===== src/rtl/x86d_pkg.sv =====
// Types, constants and operation codes shared by the instruction decoder.
package x86d_pkg;

   typedef struct packed {
      logic        code_present;
      logic [63:0] window_low;
      logic [15:0] window_high;
   } req_type;

   typedef struct packed {
      logic [5:0]         op_kind;
      logic [3:0]         inst_length;
      logic [3:0]         dest_reg;
      logic [3:0]         src_reg;
      logic [63:0]        immediate;
      logic signed [31:0] displacement;
      logic               has_immediate;
      logic               has_displacement;
      logic               register_form;
   } rsp_type;

   typedef enum logic [5:0] {
      OP_UNKNOWN = 6'd0,  OP_NOP = 6'd1,   OP_MOV = 6'd2,    OP_PUSH = 6'd3,
      OP_POP = 6'd4,      OP_ADD = 6'd5,   OP_OR = 6'd6,     OP_AND = 6'd7,
      OP_SUB = 6'd8,      OP_XOR = 6'd9,   OP_CMP = 6'd10,   OP_INC = 6'd11,
      OP_DEC = 6'd12,     OP_CALL = 6'd13, OP_JMP = 6'd14,   OP_TEST = 6'd15,
      OP_NOT = 6'd16,     OP_NEG = 6'd17,  OP_IMUL = 6'd18,  OP_STOSD = 6'd19,
      OP_STOSB = 6'd20,   OP_JZ = 6'd21,   OP_JNZ = 6'd22,   OP_JL = 6'd23,
      OP_JGE = 6'd24,     OP_JLE = 6'd25,  OP_JG = 6'd26,    OP_JB = 6'd27,
      OP_JAE = 6'd28,     OP_JBE = 6'd29,  OP_JA = 6'd30,    OP_JS = 6'd31,
      OP_JNS = 6'd32,     OP_LEA = 6'd33,  OP_XCHG = 6'd34,  OP_SHL = 6'd35,
      OP_SHR = 6'd36,     OP_SAR = 6'd37,  OP_CDQ = 6'd38,   OP_RET = 6'd39,
      OP_SYSCALL = 6'd40, OP_MOVZX = 6'd41, OP_MOVSX = 6'd42
   } op_kind_type;

   localparam logic [7:0] REX_LO   = 8'h40;
   localparam logic [7:0] REX_HI   = 8'h4F;
   localparam logic [7:0] MODRM_REG = 8'hC0;

   // classified item passed from front to back
   typedef struct packed {
      logic [3:0]  pos;
      logic        rex_w;
      logic        rex_r;
      logic        rex_b;
      logic [7:0]  op;
      logic [7:0]  m;
      logic [7:0]  b2;
      logic [63:0] tail;
      logic        present;
   } cls_type;

   localparam int QDEPTH = 2;

   function automatic logic [5:0] grp1_kind(input logic [2:0] r);
      case (r)
         3'd0: grp1_kind = OP_ADD;
         3'd1: grp1_kind = OP_OR;
         3'd4: grp1_kind = OP_AND;
         3'd5: grp1_kind = OP_SUB;
         3'd6: grp1_kind = OP_XOR;
         3'd7: grp1_kind = OP_CMP;
         default: grp1_kind = OP_UNKNOWN;
      endcase
   endfunction

   function automatic logic [5:0] shift_kind(input logic [2:0] r);
      case (r)
         3'd4: shift_kind = OP_SHL;
         3'd5: shift_kind = OP_SHR;
         3'd7: shift_kind = OP_SAR;
         default: shift_kind = OP_UNKNOWN;
      endcase
   endfunction

   function automatic logic [5:0] cond_kind(input logic [3:0] c);
      case (c)
         4'h2: cond_kind = OP_JB;
         4'h3: cond_kind = OP_JAE;
         4'h4: cond_kind = OP_JZ;
         4'h5: cond_kind = OP_JNZ;
         4'h6: cond_kind = OP_JBE;
         4'h7: cond_kind = OP_JA;
         4'h8: cond_kind = OP_JS;
         4'h9: cond_kind = OP_JNS;
         4'hC: cond_kind = OP_JL;
         4'hD: cond_kind = OP_JGE;
         4'hE: cond_kind = OP_JLE;
         4'hF: cond_kind = OP_JG;
         default: cond_kind = OP_UNKNOWN;
      endcase
   endfunction

endpackage


===== src/rtl/x86d_front.sv =====
// Front stage: strips the REX prefix and registers the classified item.
module x86d_front (
   input  logic               clock,
   input  logic               reset,
   input  logic               req_valid,
   output logic               req_ready,
   input  x86d_pkg::req_type  req_data,
   output logic               cls_valid,
   input  logic               cls_ready,
   output x86d_pkg::cls_type  cls_data
);
   import x86d_pkg::*;

   logic [79:0] win;
   logic        has_rex;
   cls_type     cls_in;
   cls_type     cls_ff;
   logic        valid_ff;

   assign win     = {req_data.window_high, req_data.window_low};
   assign has_rex = (win[7:0] >= REX_LO) && (win[7:0] <= REX_HI);

   always_comb begin
      cls_in.present = req_data.code_present;
      cls_in.pos     = has_rex ? 4'd1 : 4'd0;
      cls_in.rex_w   = has_rex & win[3];
      cls_in.rex_r   = has_rex & win[2];
      cls_in.rex_b   = has_rex & win[0];
      if (has_rex) begin
         cls_in.op   = win[15:8];
         cls_in.m    = win[23:16];
         cls_in.b2   = win[31:24];
         cls_in.tail = win[79:16];
      end else begin
         cls_in.op   = win[7:0];
         cls_in.m    = win[15:8];
         cls_in.b2   = win[23:16];
         cls_in.tail = win[71:8];
      end
   end

   assign req_ready = !valid_ff || cls_ready;
   assign cls_valid = valid_ff;
   assign cls_data  = cls_ff;

   always_ff @(posedge clock) begin
      if (reset) begin
         valid_ff <= 1'b0;
      end else if (req_ready) begin
         valid_ff <= req_valid;
      end
      if (req_valid && req_ready) begin
         cls_ff <= cls_in;
      end
   end
endmodule


===== src/rtl/x86d_queue.sv =====
// Short FIFO of classified items between front and back.
module x86d_queue (
   input  logic               clock,
   input  logic               reset,
   input  logic               in_valid,
   output logic               in_ready,
   input  x86d_pkg::cls_type  in_data,
   output logic               out_valid,
   input  logic               out_ready,
   output x86d_pkg::cls_type  out_data
);
   import x86d_pkg::*;

   localparam int AW = $clog2(QDEPTH);

   cls_type        mem_ff [QDEPTH];
   logic [AW-1:0]  wr_ff;
   logic [AW-1:0]  rd_ff;
   logic [AW:0]    cnt_ff;
   logic           push;
   logic           pop;

   assign in_ready  = (cnt_ff != (AW+1)'(QDEPTH)) || out_ready;
   assign out_valid = cnt_ff != '0;
   assign out_data  = mem_ff[rd_ff];
   assign push      = in_valid && in_ready;
   assign pop       = out_valid && out_ready;

   always_ff @(posedge clock) begin
      if (reset) begin
         wr_ff  <= '0;
         rd_ff  <= '0;
         cnt_ff <= '0;
      end else begin
         if (push) wr_ff <= (wr_ff == AW'(QDEPTH - 1)) ? '0 : wr_ff + 1'b1;
         if (pop)  rd_ff <= (rd_ff == AW'(QDEPTH - 1)) ? '0 : rd_ff + 1'b1;
         cnt_ff <= cnt_ff + (AW+1)'(push) - (AW+1)'(pop);
      end
      if (push) begin
         mem_ff[wr_ff] <= in_data;
      end
   end
endmodule


===== src/rtl/x86d_back.sv =====
// Back stage: decodes opcode forms and registers the result item.
module x86d_back (
   input  logic               clock,
   input  logic               reset,
   input  logic               cls_valid,
   output logic               cls_ready,
   input  x86d_pkg::cls_type  cls_data,
   output logic               rsp_valid,
   input  logic               rsp_ready,
   output x86d_pkg::rsp_type  rsp_data
);
   import x86d_pkg::*;

   rsp_type     d;
   rsp_type     rsp_ff;
   logic        valid_ff;
   logic [7:0]  op;
   logic [7:0]  m;
   logic [7:0]  m2;
   logic [3:0]  pos;
   logic [3:0]  rm;
   logic [3:0]  rg;
   logic [3:0]  rm2;
   logic [3:0]  rg2;
   logic [2:0]  regop;
   logic        mreg;
   logic        m2reg;
   logic [63:0] t;
   logic [31:0] imm32_a;
   logic [31:0] imm32_b;

   assign op      = cls_data.op;
   assign m       = cls_data.m;
   assign m2      = cls_data.b2;
   assign pos     = cls_data.pos;
   assign t       = cls_data.tail;
   assign rm      = {cls_data.rex_b, m[2:0]};
   assign rg      = {cls_data.rex_r, m[5:3]};
   assign rm2     = {cls_data.rex_b, m2[2:0]};
   assign rg2     = {cls_data.rex_r, m2[5:3]};
   assign regop   = m[5:3];
   assign mreg    = m >= MODRM_REG;
   assign m2reg   = m2 >= MODRM_REG;
   // t holds bytes starting at opcode+1
   assign imm32_a = t[31:0];
   assign imm32_b = t[39:8];

   always_comb begin
      d = '0;
      if (cls_data.present) begin
         if (op >= 8'hB8) begin
            if (op <= 8'hBF) begin
               d.op_kind = OP_MOV;
               d.dest_reg = {cls_data.rex_b, op[2:0]};
               d.has_immediate = 1'b1;
               if (cls_data.rex_w) begin
                  d.immediate = t;
                  d.inst_length = pos + 4'd9;
               end else begin
                  d.immediate = {32'd0, imm32_a};
                  d.inst_length = pos + 4'd5;
               end
            end
         end
         if (op >= 8'hB0 && op <= 8'hB7) begin
            d.op_kind = OP_MOV; d.dest_reg = {cls_data.rex_b, op[2:0]};
            d.immediate = {56'd0, m}; d.has_immediate = 1'b1; d.inst_length = pos + 4'd2;
         end else if (op >= 8'h50 && op <= 8'h5F) begin
            d.op_kind = op[3] ? OP_POP : OP_PUSH;
            d.dest_reg = {cls_data.rex_b, op[2:0]}; d.inst_length = pos + 4'd1;
         end else if (op >= 8'h70 && op <= 8'h7F) begin
            d.op_kind = cond_kind(op[3:0]);
            if (d.op_kind != OP_UNKNOWN) begin
               d.displacement = 32'(signed'(m)); d.has_displacement = 1'b1;
               d.inst_length = pos + 4'd2;
            end else begin
               d.inst_length = pos + 4'd1;
            end
         end else if (op >= 8'h91 && op <= 8'h97) begin
            d.op_kind = OP_XCHG; d.src_reg = {cls_data.rex_b, op[2:0]};
            d.register_form = 1'b1; d.inst_length = pos + 4'd1;
         end else if (op < 8'hB8 || op > 8'hBF) begin
            case (op)
               8'h90: begin d.op_kind = OP_NOP; d.inst_length = pos + 4'd1; end
               8'hC7: begin
                  if (mreg) begin
                     d.op_kind = OP_MOV; d.dest_reg = rm; d.immediate = {32'd0, imm32_b};
                     d.has_immediate = 1'b1; d.inst_length = pos + 4'd6;
                  end
               end
               8'h81: begin
                  d.op_kind = grp1_kind(regop); d.dest_reg = rm;
                  d.immediate = {32'd0, imm32_b}; d.has_immediate = 1'b1;
                  d.inst_length = pos + 4'd6;
               end
               8'h83: begin
                  d.op_kind = grp1_kind(regop); d.dest_reg = rm;
                  d.immediate = 64'(signed'(m2)); d.has_immediate = 1'b1;
                  d.inst_length = pos + 4'd3;
               end
               8'hFF: begin
                  d.dest_reg = rm; d.inst_length = pos + 4'd2;
                  case (regop)
                     3'd0: d.op_kind = OP_INC;
                     3'd1: d.op_kind = OP_DEC;
                     3'd2: begin d.op_kind = OP_CALL; d.register_form = mreg; end
                     3'd4: begin d.op_kind = OP_JMP; d.register_form = mreg; end
                     3'd6: d.op_kind = OP_PUSH;
                     default: d.op_kind = OP_UNKNOWN;
                  endcase
               end
               8'hF7: begin
                  d.dest_reg = rm; d.inst_length = pos + 4'd2;
                  case (regop)
                     3'd0: begin
                        d.op_kind = OP_TEST; d.immediate = {32'd0, imm32_b};
                        d.has_immediate = 1'b1; d.inst_length = pos + 4'd6;
                     end
                     3'd2: d.op_kind = OP_NOT;
                     3'd3: d.op_kind = OP_NEG;
                     3'd5: d.op_kind = OP_IMUL;
                     default: d.op_kind = OP_UNKNOWN;
                  endcase
               end
               8'hAB: begin d.op_kind = OP_STOSD; d.inst_length = pos + 4'd1; end
               8'hAA: begin d.op_kind = OP_STOSB; d.inst_length = pos + 4'd1; end
               8'hEB: begin
                  d.op_kind = OP_JMP; d.displacement = 32'(signed'(m));
                  d.has_displacement = 1'b1; d.inst_length = pos + 4'd2;
               end
               8'hE9: begin
                  d.op_kind = OP_JMP; d.displacement = imm32_a;
                  d.has_displacement = 1'b1; d.inst_length = pos + 4'd5;
               end
               8'h01, 8'h03, 8'h29, 8'h2B, 8'h39, 8'h3B, 8'h21, 8'h23,
               8'h09, 8'h0B, 8'h31, 8'h33, 8'h85, 8'h89, 8'h8B, 8'h87,
               8'h6B, 8'h69: begin
                  if (mreg) begin
                     d.register_form = 1'b1;
                     d.inst_length = pos + 4'd2;
                     case (op)
                        8'h01, 8'h03: d.op_kind = OP_ADD;
                        8'h29, 8'h2B: d.op_kind = OP_SUB;
                        8'h39, 8'h3B: d.op_kind = OP_CMP;
                        8'h21, 8'h23: d.op_kind = OP_AND;
                        8'h09, 8'h0B: d.op_kind = OP_OR;
                        8'h31, 8'h33: d.op_kind = OP_XOR;
                        8'h85: d.op_kind = OP_TEST;
                        8'h87: d.op_kind = OP_XCHG;
                        8'h6B, 8'h69: d.op_kind = OP_IMUL;
                        default: d.op_kind = OP_MOV;
                     endcase
                     if ((op[1] && op != 8'h87) || op == 8'h69) begin
                        d.dest_reg = rg; d.src_reg = rm;
                     end else begin
                        d.dest_reg = rm; d.src_reg = rg;
                     end
                     if (op == 8'h6B) begin
                        d.immediate = 64'(signed'(m2)); d.has_immediate = 1'b1;
                        d.inst_length = pos + 4'd3;
                     end else if (op == 8'h69) begin
                        d.immediate = 64'(signed'(imm32_b)); d.has_immediate = 1'b1;
                        d.inst_length = pos + 4'd6;
                     end
                  end
               end
               8'h8D: begin
                  d.op_kind = OP_LEA; d.dest_reg = rg; d.inst_length = pos + 4'd2;
                  if (m[7:6] == 2'd0 && m[2:0] == 3'd5) begin
                     d.displacement = imm32_b; d.has_displacement = 1'b1;
                     d.inst_length = pos + 4'd6;
                  end else if (m[7:6] == 2'd1) begin
                     d.src_reg = rm; d.displacement = 32'(signed'(m2));
                     d.has_displacement = 1'b1; d.register_form = 1'b1;
                     d.inst_length = pos + 4'd3;
                  end else if (m[7:6] == 2'd2) begin
                     d.src_reg = rm; d.displacement = imm32_b;
                     d.has_displacement = 1'b1; d.register_form = 1'b1;
                     d.inst_length = pos + 4'd6;
                  end else if (m[7:6] == 2'd3) begin
                     d.src_reg = rm; d.register_form = 1'b1;
                  end
               end
               8'hC1: begin
                  d.op_kind = shift_kind(regop); d.dest_reg = rm;
                  d.immediate = {56'd0, m2}; d.has_immediate = 1'b1;
                  d.inst_length = pos + 4'd3;
               end
               8'hD1: begin
                  d.op_kind = shift_kind(regop); d.dest_reg = rm;
                  d.immediate = 64'd1; d.has_immediate = 1'b1;
                  d.inst_length = pos + 4'd2;
               end
               8'h99: begin d.op_kind = OP_CDQ; d.inst_length = pos + 4'd1; end
               8'hC3: begin d.op_kind = OP_RET; d.inst_length = pos + 4'd1; end
               8'hC2: begin
                  d.op_kind = OP_RET; d.immediate = {48'd0, t[15:0]};
                  d.has_immediate = 1'b1; d.inst_length = pos + 4'd3;
               end
               8'hE8: begin
                  d.op_kind = OP_CALL; d.immediate = 64'(signed'(imm32_a));
                  d.has_immediate = 1'b1; d.inst_length = pos + 4'd5;
               end
               8'h0F: begin
                  if (m == 8'h05) begin
                     d.op_kind = OP_SYSCALL; d.inst_length = pos + 4'd2;
                  end else if (m == 8'hAF || m == 8'hB6 || m == 8'hB7 ||
                               m == 8'hBE || m == 8'hBF) begin
                     if (m2reg) begin
                        d.register_form = 1'b1; d.dest_reg = rg2; d.src_reg = rm2;
                        d.inst_length = pos + 4'd3;
                        if (m == 8'hAF) d.op_kind = OP_IMUL;
                        else d.op_kind = (m < 8'hB8) ? OP_MOVZX : OP_MOVSX;
                        if (m != 8'hAF && m[0]) begin
                           d.immediate = 64'd16; d.has_immediate = 1'b1;
                        end
                     end
                  end else if (m[7:4] == 4'h8 && cond_kind(m[3:0]) != OP_UNKNOWN) begin
                     d.op_kind = cond_kind(m[3:0]); d.displacement = imm32_b;
                     d.has_displacement = 1'b1; d.inst_length = pos + 4'd6;
                  end else begin
                     d.inst_length = pos + 4'd2;
                  end
               end
               default: d.inst_length = pos + 4'd1;
            endcase
         end
      end
   end

   assign cls_ready = !valid_ff || rsp_ready;
   assign rsp_valid = valid_ff;
   assign rsp_data  = rsp_ff;

   always_ff @(posedge clock) begin
      if (reset) begin
         valid_ff <= 1'b0;
      end else if (cls_ready) begin
         valid_ff <= cls_valid;
      end
      if (cls_valid && cls_ready) begin
         rsp_ff <= d;
      end
   end
endmodule


===== src/rtl/x86_64_instruction_decoder.sv =====
// Top level of the x86-64 subset instruction decoder.
// Decodes one instruction from a 10-byte window per item. One item is accepted
// every cycle while the result side does not stall; each result passes through the front
// register, the two-entry queue and the result register, and either side may stall freely.
module x86_64_instruction_decoder (
   input  logic               clock,
   input  logic               reset,
   input  logic               req_valid,
   output logic               req_ready,
   input  x86d_pkg::req_type  req_data,
   output logic               rsp_valid,
   input  logic               rsp_ready,
   output x86d_pkg::rsp_type  rsp_data
);
   import x86d_pkg::*;

   logic    f_valid, f_ready, b_valid, b_ready;
   cls_type f_data, b_data;

   x86d_front u_front (
      .clock, .reset, .req_valid, .req_ready, .req_data,
      .cls_valid(f_valid), .cls_ready(f_ready), .cls_data(f_data)
   );

   x86d_queue u_queue (
      .clock, .reset,
      .in_valid(f_valid), .in_ready(f_ready), .in_data(f_data),
      .out_valid(b_valid), .out_ready(b_ready), .out_data(b_data)
   );

   x86d_back u_back (
      .clock, .reset,
      .cls_valid(b_valid), .cls_ready(b_ready), .cls_data(b_data),
      .rsp_valid, .rsp_ready, .rsp_data
   );

`ifndef NO_ASSERTIONS
   a_len_range: assert property (@(posedge clock) disable iff (reset)
      rsp_valid |-> rsp_data.inst_length <= 4'd10)
      else $error("length out of range");
   a_unknown_clean: assert property (@(posedge clock) disable iff (reset)
      rsp_valid && rsp_data.inst_length == 4'd0 |->
      rsp_data.op_kind == OP_UNKNOWN && !rsp_data.has_immediate)
      else $error("rejected item carries fields");
   a_absent: assert property (@(posedge clock) disable iff (reset)
      b_valid && b_ready && !b_data.present |=> rsp_data.inst_length == 4'd0)
      else $error("absent window decoded");
`endif
endmodule

===== config.mk =====
export PLATFORM = sky130hd
export DESIGN_NAME = x86_64_instruction_decoder
export DESIGN_NICKNAME = d
export VERILOG_FILES = /design/src/rtl/x86d_pkg.sv /design/src/rtl/x86d_front.sv /design/src/rtl/x86d_queue.sv /design/src/rtl/x86d_back.sv /design/src/rtl/x86_64_instruction_decoder.sv
export SDC_FILE = /design/constraint.sdc
export NUM_CORES = 1
export LEC_CHECK = 0
export ABC_CLOCK_PERIOD_IN_PS = 9400
export BUFFER_PORTS_ARGS = -buffer_cell sky130_fd_sc_hd__buf_2
export CAP_MARGIN = 5
export CORE_ASPECT_RATIO = 0.5
export CORE_UTILIZATION = 55
export DETAILED_ROUTE_END_ITERATION = 16
export PLACE_DENSITY = 0.77
export SYNTH_ARGS = -nofsm -noshare
export SYNTH_HDL_FRONTEND = slang
export SYNTH_SLANG_ARGS = --single-unit
export TNS_END_PERCENT = 30

===== constraint.sdc =====
create_clock -name clock -period 9.4 [get_ports clock]
set_input_delay 0 -clock clock [delete_from_list [all_inputs] [get_ports clock]]
set_output_delay 0 -clock clock [all_outputs]
set_load 0.02 [all_outputs]

==> results.cfg <==
[finish]
drive_gt1_share_pct = 26.9
layout_common_cells = edfxtp_1, buf_2, mux2_2
final_common_cell = edfxtp_1
nNetsFinal = 1737
nFillCells = 1990
syn2layout_area_growth_pct = 21.1

[run_status]
status = finished clean

[drt]
drt_first_iter_violations = 2200
wire_per_inst_um = 32.4
first_pass_iters = 5
routed_wl_mm = 67.4
drc_errors = 0
drt-vias-per-instance = 6.87
vias = 14273
antenna_left = 0

[synthesis]
async_reset_ff_share_pct = 0
synth_edf_count = 348
yosysSeqAreaShare_pct = 61.6
synthCells = 1330
ys_types = 88
ys.flop_type = edfxtp_1
ys_ff_latch = 355
avgSynthCellArea_um2 = 12.9
syn_nets = 1435
syn-cell-area_mm2 = 0.0172
yosysWarningCount = 0

[clock_tree]
clk_latency_ns = 0.62
cts_root_buffer = clkbuf_16
clk_pin_slew_worst_paths_ns = 0.09
cts_buffer_depth = 3
tritoncts = yes
cts_sinks = 355
cts.htree.levels = 1
cts_resized = 0
cts_buffers = 30

[grt]
antenna_found_initial = 2
grt_overflow = 0
track_usage_pct = 41.9
grt_pass1_wl_mm = 95.4
grt_max_degree = 78
grt_pass1_vias = 13326

[worst_setup_path]
worst-path-buf-inv = 2
worstPathMaxFanout = 62
path_class = reg2reg
crit_chain = buf_4 > mux2i_1 > inv_1 > ha_1 > o21ai_1 > a211oi_1 > o21ai_0 > nand4_1 > nor4_1 > o22ai_1
max_stage_delay_ns = 0.96
cp_slowest_cell = nor4_1
critPathTopFamily = compound AO/OA/AOI/OAI gates
startpoint_type = register
arrival_ns = 6.61
required_ns = 9.64
endpoint_kind = register

[pwr]
clkPwrFrac_pct = 26.2
ir_drop_mv = 0.256
powerDensity_mw_per_mm2 = 247
p_int_mw = 3.24
sequentialPowerShare_pct = 43.2
p_total_mw = 5.14
combPwrFrac_pct = 30.6
power.leakage_nw = 7.40
power_switching_mw = 1.90
swShare_pct = 36.9

[placed_design]
portBuffers = 203
globalplace.congestion = 1.01
dp_hpwl_mm = 43.3

[timing]
timing.fmax_mhz = 157
post-route-period-util_pct = 67.7
period_needed_ns = 6.37
setup_tns_ns = 0
rsz0062_at_grt = no
finalHoldViolations = 0
finalMaxSlewViolations = 0
relSlewSlack_pct = 18.8
setup_viol = 0
clock_skew_ns = 0.0401
tightest_slew_ns = 1.20

[die]
die_y_um = 127
io_pins = 204
coreArea_mm2 = 0.0305
die_w_um = 252
floorplan.initialDensity_pct = 56.3
fp-row-count = 45
die_area_mm2 = 0.0320

[flow_run]
maxCapViolCount = 0

[min_path]
hold_path_class = in2reg
==> tightest hold or removal path, stage by stage <==
cell and delay (ns):
buf_2 0.12, nand2_1 0.10, nor2_4 0.09, mux2_2 0.26
==> cells in the mapped netlist, drive strengths merged (11+ instances only) <==
cell type	count	area share [%]
nand3	22	0.64
nand4	11	0.40
a221o	11	0.64
o21a	16	0.70
nand2	89	2.0
nor3	24	0.76
a22oi	42	1.9
inv	20	0.44
mux2	130	8.5
a21oi	110	3.2
clkbuf	45	0.98
mux2i	28	1.8
nor2	110	2.4
buf	31	1.0
a31oi	12	0.47
o22ai	22	0.84
o21ai	46	1.4
edfxtp	348	61
ha	20	1.5
==> power groups by stage <==
stage	sequential, mW	combinational, mW	clock [mW]
6_report	2.22	1.57	1.35
3_3_place_gp	2.22	1.43	0
3_5_place_dp	2.23	1.45	0
4_1_cts	2.21	1.51	1.31
5_1_grt	2.24	1.62	1.39
2_1_floorplan	2.47	0.680	0
==> kinds of logic after synthesis <==
family / Yosys count / synth area share, %
mux: 158 / 10.3
simple gates: 348 / 10.2
compound gates: 345 / 13.7
buf+inv: 97 / 2.46
flops: 355 / 61.6
fa+ha+maj: 20 / 1.46
xor+xnor: 7 / 0.357
==> through the flow <==
stage | worst slack (ns) | std cells | hold slack [ns] | area, um2 | utilization (%)
4_1_cts | 3.62 | 2077 | 0.0246 | 20800 | 68.2
5_1_grt | 3.07 | 2078 | 0.0681 | 20800 | 68.2
2_1_floorplan | 4.64 | 1330 | 0.0691 | 17200 | -
6_report | 3.03 | 2079 | 0.0659 | 20800 | 68.2
3_3_place_gp | 3.42 | 1901 | 0.187 | 18600 | 60.9
3_5_place_dp | 3.65 | 1901 | 0.192 | 18600 | 60.9
==> layer usage <==
metal / track usage, % / vias to the layer above / wire, um
met3: 10.5 / 191 / 8700
met1: 61.7 / 6991 / 27400
met4: 13.9 / 4 / 2520
met2: 61.2 / 1304 / 28700
met5: 0 / - / 32
li1: - / 5783 / -
==> what timing repair did <==
| action | 4_1_cts | 5_1_grt |
|---|---|---|
| hold buffers | 121 | 0 |
| hold endpoints to repair | 83 | 0 |
| setup endpoints to repair | 0 | 0 |
| setup buffers | 0 | 0 |
==> final cells by class <==
type | count | area [um2] | area share [%]
sequential | 355 | 10600 | 50.9
timing repair buffer | 346 | 2390 | 11.5
multi-input combinational | 878 | 6220 | 29.9
clock inverter | 23 | 253 | 1.21
inverter | 21 | 78.8 | 0.378
clock buffer | 32 | 758 | 3.64
antenna | 1 | 2.50 | 0.0120
tap | 423 | 529 | 2.54
==> flip-flops by register name, indices dropped and copies added, names as in the netlist, named ones only <==
name / flops
u_front.cls_data: 77
u_front.cls_valid: 1
u_queue.cnt_ff: 2
u_queue.rd_ff: 1
u_queue.mem_ff: 154
u_queue.wr_ff: 1
u_back.rsp_valid: 1
u_back.rsp_data: 117
==> worst paths after layout <==
check                                          start  slack (ns)  cells past startpoint                     to
worst max-delay path                        register        3.03                     10   u_back.rsp_data[111]
worst min-delay path                    req_data[22]        0.07                      4    u_front.cls_data[4]
worst max register to register              register        3.03                     10   u_back.rsp_data[111]
worst min register to register  u_front.cls_data[13]        0.45                      0  u_queue.mem_ff[1][69]
Power figures use the tool's default switching activity.
